## config.mk

```make
export PLATFORM = sky130hd
export DESIGN_NAME = rfba_flit_check
export DESIGN_NICKNAME = d
export VERILOG_FILES = /design/src/design/reduce_flit_beat_assembler_macros.svh /design/src/design/rfba_pkg.sv /design/src/design/rfba_flit_check.sv
export SDC_FILE = /design/constraint.sdc
export NUM_CORES = 1
export LEC_CHECK = 0
export ABC_AREA = 1
export BUFFER_PORTS_ARGS = -buffer_cell sky130_fd_sc_hd__buf_2
export CORE_AREA = 10 10 121 123
export DETAILED_ROUTE_END_ITERATION = 6
export DIE_AREA = 0 0 131 133
export GPL_ROUTABILITY_DRIVEN = 0
export GPL_TIMING_DRIVEN = 0
export PLACE_DENSITY = 0.77
export SYNTH_ARGS = -nofsm -noshare
export SYNTH_HDL_FRONTEND = slang
export SYNTH_SLANG_ARGS = --single-unit
```

## constraint.sdc

```tcl
create_clock -name vclk -period 2.6
set_input_delay 0.26 -clock vclk [all_inputs]
set_output_delay 0.26 -clock vclk [all_outputs]
set_load 0.1 [all_outputs]
```

## src/design/reduce_flit_beat_assembler_macros.svh

```systemverilog
// assertion helpers for the beat assembler
`ifndef REDUCE_FLIT_BEAT_ASSEMBLER_MACROS_SVH
`define REDUCE_FLIT_BEAT_ASSEMBLER_MACROS_SVH

// check that a condition holds at every edge out of reset
`define RFBA_ASSERT_ALWAYS(lbl, cond) \
  lbl: assert property (@(posedge clk) disable iff (!rst_n) (cond)) \
    else $error("assertion failed");

// check that a trigger implies a consequence in the next cycle
`define RFBA_ASSERT_NEXT(lbl, trig, cons) \
  lbl: assert property (@(posedge clk) disable iff (!rst_n) (trig) |=> (cons)) \
    else $error("assertion failed");

`endif

```

## src/design/rfba_pkg.sv

```systemverilog
package rfba_pkg;

  localparam int MAX_SLICES_DEF  = 8;
  localparam int READY_DEPTH_DEF = 4;
  localparam int FLIT_BITS       = 128;

  localparam logic [3:0] ST_ACCEPTED     = 4'd0;
  localparam logic [3:0] ST_BEAT_READY   = 4'd1;
  localparam logic [3:0] ST_COMPLETE     = 4'd2;
  localparam logic [3:0] ST_BACKPRESSURE = 4'd3;
  localparam logic [3:0] ST_ROUTE        = 4'd4;
  localparam logic [3:0] ST_EXTRA        = 4'd5;
  localparam logic [3:0] ST_GAP          = 4'd6;
  localparam logic [3:0] ST_TAIL_SHAPE   = 4'd7;
  localparam logic [3:0] ST_BAD_SHAPE    = 4'd8;
  localparam logic [3:0] ST_SLICE        = 4'd9;
  localparam logic [3:0] ST_EMPTY        = 4'd10;

  localparam logic [2:0] REG_ROUTE_KEY      = 3'd0;
  localparam logic [2:0] REG_FLIT_COUNT     = 3'd1;
  localparam logic [2:0] REG_TAIL_LEN       = 3'd2;
  localparam logic [2:0] REG_BEAT_SLICES    = 3'd3;
  localparam logic [2:0] REG_READY_CAPACITY = 3'd4;
  localparam logic [2:0] REG_VECTOR_BEATS   = 3'd5;
  localparam logic [2:0] REG_LANES_PER_BEAT = 3'd6;
  localparam logic [2:0] REG_TAIL_LANES     = 3'd7;

  typedef struct packed {
    logic [3:0] status;
    logic       commit;
    logic       emit;
    logic       final_flit;
  } chk_t;

endpackage

```

## src/design/rfba_flit_check.sv

```systemverilog
module rfba_flit_check #(
  parameter int CW = 4,
  parameter int UW = 3
) (
  input  logic [59:0]   route_key,
  input  logic [15:0]   flit_count,
  input  logic [7:0]    tail_len,
  input  logic [15:0]   expected_seq,
  input  logic [CW-1:0] frag_count,
  input  logic [CW-1:0] spb,
  input  logic [UW-1:0] used,
  input  logic [UW-1:0] cap,
  input  logic [59:0]   flit_route,
  input  logic [15:0]   seq_id,
  input  logic [7:0]    bit_len,
  input  logic          is_tail,
  input  logic [127:0]  payload,
  output rfba_pkg::chk_t chk
);

  logic          final_flit;
  logic          emit;
  logic [7:0]    want_len;
  logic [127:0]  unused_mask;
  logic [CW:0]   frag_next;
  logic [15:0]   seq_next;

  always_comb begin
    final_flit  = (17'(expected_seq) + 17'd1) == 17'(flit_count);
    want_len    = final_flit ? tail_len : 8'(rfba_pkg::FLIT_BITS);
    unused_mask = {128{1'b1}} << bit_len;
    frag_next   = (CW+1)'(frag_count) + (CW+1)'(1);
    emit        = (frag_next >= (CW+1)'(spb)) || final_flit;
    seq_next    = expected_seq + 16'd1;
    chk.emit       = emit;
    chk.final_flit = final_flit;
    chk.commit     = 1'b0;
    if (flit_route != route_key) begin
      chk.status = rfba_pkg::ST_ROUTE;
    end else if (expected_seq == flit_count) begin
      chk.status = rfba_pkg::ST_EXTRA;
    end else if (seq_id != expected_seq) begin
      chk.status = rfba_pkg::ST_GAP;
    end else if ((is_tail != final_flit) || (bit_len != want_len)) begin
      chk.status = rfba_pkg::ST_TAIL_SHAPE;
    end else if ((route_key[59:44] == 16'd0) || (bit_len == 8'd0) ||
                 (bit_len > 8'(rfba_pkg::FLIT_BITS))) begin
      chk.status = rfba_pkg::ST_BAD_SHAPE;
    end else if (|(payload & unused_mask)) begin
      chk.status = rfba_pkg::ST_SLICE;
    end else if (emit && (used >= cap)) begin
      chk.status = rfba_pkg::ST_BACKPRESSURE;
    end else begin
      chk.commit = 1'b1;
      if (seq_next == flit_count) begin
        chk.status = rfba_pkg::ST_COMPLETE;
      end else if (emit) begin
        chk.status = rfba_pkg::ST_BEAT_READY;
      end else begin
        chk.status = rfba_pkg::ST_ACCEPTED;
      end
    end
  end

endmodule

```

==> summary.md <==
| Metric | Value |
|---|---|
| Height of the die | `133 µm` |
| Clock buffer count | `0` |
| Count of pins over their slew limit | `0` |
| Largest net degree at the start of global routing | `11` |
| CTS Hold Bufs | `0` |
| Net Count, Synth | `1278` |
| Die area | `17400 µm²` |
| FMAX | `339 MHz` |
| Final period util | `1.13` |
| Count of warnings emitted by yosys | `0` |
| Post-Synthesis Cells | `942` |
| Final setup fails | `5` |
| Synth cell types | `38` |
| Register area share after synthesis | `0` |
| Antenna Violating Nets Remaining | `0` |
| Required time of the worst setup path | `2.34 ns` |
| Fillers | `1290` |
| Crit path kind | `primary input to output pin` |
| Hold Crit Class | `primary input to output pin` |
| Syn_area_per_cell | `5.01 µm²` |
| FF/Latch Area | `0 µm²` |
| Vias | `8041` |
| Mapped Area | `4720 µm²` |
| WL final | `27.0 mm` |
| Critical Path AT | `2.69 ns` |
| Final design area excluding fillers | `7090 µm²` |
| CP max FO | `10` |
| Failing checks | `negative setup slack` |
| Global-route wire length before repair | `39.4 mm` |
| Final Net Count | `1624` |
| Largest area contributor in the netlist | `nand2_1` |
| Total grt overflow | `0` |
| Drt wl/cell | `18.3 µm` |
| Initial Utilization | `0.381` |
| Layout area overhead | `50.3%` |
| Vias per inst | `5.45` |
| Max cap viols | `0` |
| CP startpoint kind | `primary input` |
| Unrepaired setup endpoints after global routing | `yes` |
| Drt first pass iters | `6` |
| CP Capture Type | `output pin` |
| DR iter-0 viols | `971` |
| Multi-input gate area | `4360 µm²` |
| Leakage | `3.76 nW` |
| Status | `complete, but fails checks` |
| GRT Overall Usage | `0.281` |
| Total Neg Setup Slack | `-1.51 ns` |
| DRC viols | `0` |
| Die W | `131 µm` |
| Fin. Hold Viols | `0` |
| PortBufs | `327` |
| Max_slew headroom | `0.251` |
| Core footprint | `12400 µm²` |
| Layout cells sized above 1 | `0.361` |
| DP Wirelength | `23.0 mm` |
| Number of global-route vias before repair | `7716` |
| Worst setup margin | `-0.347 ns` |
| Power density cells | `153 nW/µm²` |
| Crit path time final | `2.95 ns` |
| Worst VDD drop | `0.0997 mV` |
| Yosys top cell area share | `0.231` |
| # IOs | `334` |
| Initial antenna violation count | `20` |
| Worst-margin pin slew | `1.11 ns` |
| Ranking of synthesized cells by area | `nand2_1 23%, nand3_1 15%, nand4_1 8.5%` |
| Area post-placement | `6630 µm²` |
| Seq_cells | `0` |
| Site Rows | `41` |
==> report_power, final <==
group,internal [mW],switching [mW]
sequential,0,0
clock,0.000000929,0
combinational,0.458,0.626
total,0.458,0.626
==> cells in the mapped netlist, types with 2 or more instances <==
master     count
nand4_1       64
nand3_2        2
xor2_1        31
ha_1           9
inv_2          7
inv_1         83
o21ai_1        5
a2111oi_0      3
nor2_2         7
buf_4          5
buf_2          7
o21bai_1       2
xnor2_1       44
a21oi_1       15
buf_1          9
nand3_1      145
clkbuf_1      23
nor2_4         6
nor2_1        99
nor4_1        13
a21boi_0       2
or2_2          9
o211ai_1       8
o21ai_0       15
nand2_2        7
o2111ai_1      2
nor3_1        17
nand3_4        2
clkinv_1       3
nand2_1      290
==> cell families (layout without fill, tap and decap cells) <==
kind of cell,after synthesis,count (layout),synth area share
simple gates,667,667,0.653
buf+inv,137,481,0.115
xor+xnor,75,75,0.139
compound gates,54,54,0.0685
fa+ha+maj,9,9,0.0239
other cells,0,18,0
==> area by class of cell <==
cell class                 instances  area share
antenna                           18     0.00636
timing repair buffer             344       0.263
inverter                          93      0.0502
multi-input combinational        805       0.615
tap                              172      0.0304
buffer                            44      0.0346
==> layer usage <==
| metal | GRT usage | wire, µm | up-vias |
|---|---|---|---|
| met5 | 0 | 27 | - |
| met4 | 0.160 | 1610 | 4 |
| met3 | 0.0951 | 3870 | 120 |
| met2 | 0.455 | 12300 | 609 |
| met1 | 0.311 | 9160 | 3475 |
| li1 | - | - | 3833 |
==> through the flow <==
| step | util | std cells | worst slack (ns) | power, mW | hold slack, ns |
|---|---|---|---|---|---|
| detailed placement | 0.537 | 1441 | -0.999 | 1.00 | 1.25 |
| global placement | 0.537 | 1441 | -1.08 | 0.988 | 1.22 |
| floorplan | - | 942 | -0.343 | 0.566 | 0.931 |
| CTS | 0.556 | 1451 | -0.293 | 1.03 | 1.14 |
| finish | 0.573 | 1476 | -0.347 | 1.08 | 1.15 |
| global route | 0.573 | 1474 | -0.483 | 1.19 | 1.20 |
==> layout by cell type (no fill, tap or decap), types with 9 or more instances in the layout <==
master / count
a21oi_1: 14
buf_2: 333
buf_4: 21
clkbuf_1: 11
diode_2: 18
inv_1: 79
inv_2: 10
nand2_1: 275
nand2_2: 19
nand3_1: 140
nand4_1: 64
nor2_1: 80
nor2_2: 17
nor2_4: 15
nor3_1: 17
nor4_1: 13
o21ai_0: 14
or2_2: 9
xnor2_1: 44
xor2_1: 31
==> worst max-delay path, cell delays in order <==
cell and delay, ns:
buf_2 0.20, clkbuf_1 0.52, o21ai_0 0.22, nand3_1 0.12, nand2_1 0.09, nor2_1 0.10, nand2_1 0.07, nor2_1 0.12
nand2_1 0.06, nor2_1 0.14, nand2_1 0.11, nor2_4 0.15, nand2_1 0.10, nand3_2 0.09, nand2_2 0.06, clkinvlp_4 0.10
buf_12 0.17
==> path summary, 6_finish.rpt <==
check             slack, ns          start  endpoint  depth (start not counted)
setup / recovery      -0.35     bit_len[6]    chk[4]                         17
hold / removal         1.15  flit_count[4]    chk[3]                          7
==> what timing repair did <==
action / CTS / global route
buffers inserted: 10 / 7
pin swaps: 2 / 22
resized for setup: 60 / 48
endpoints found under the setup margin: 5 / 6
Power figures use the tool's default switching activity.
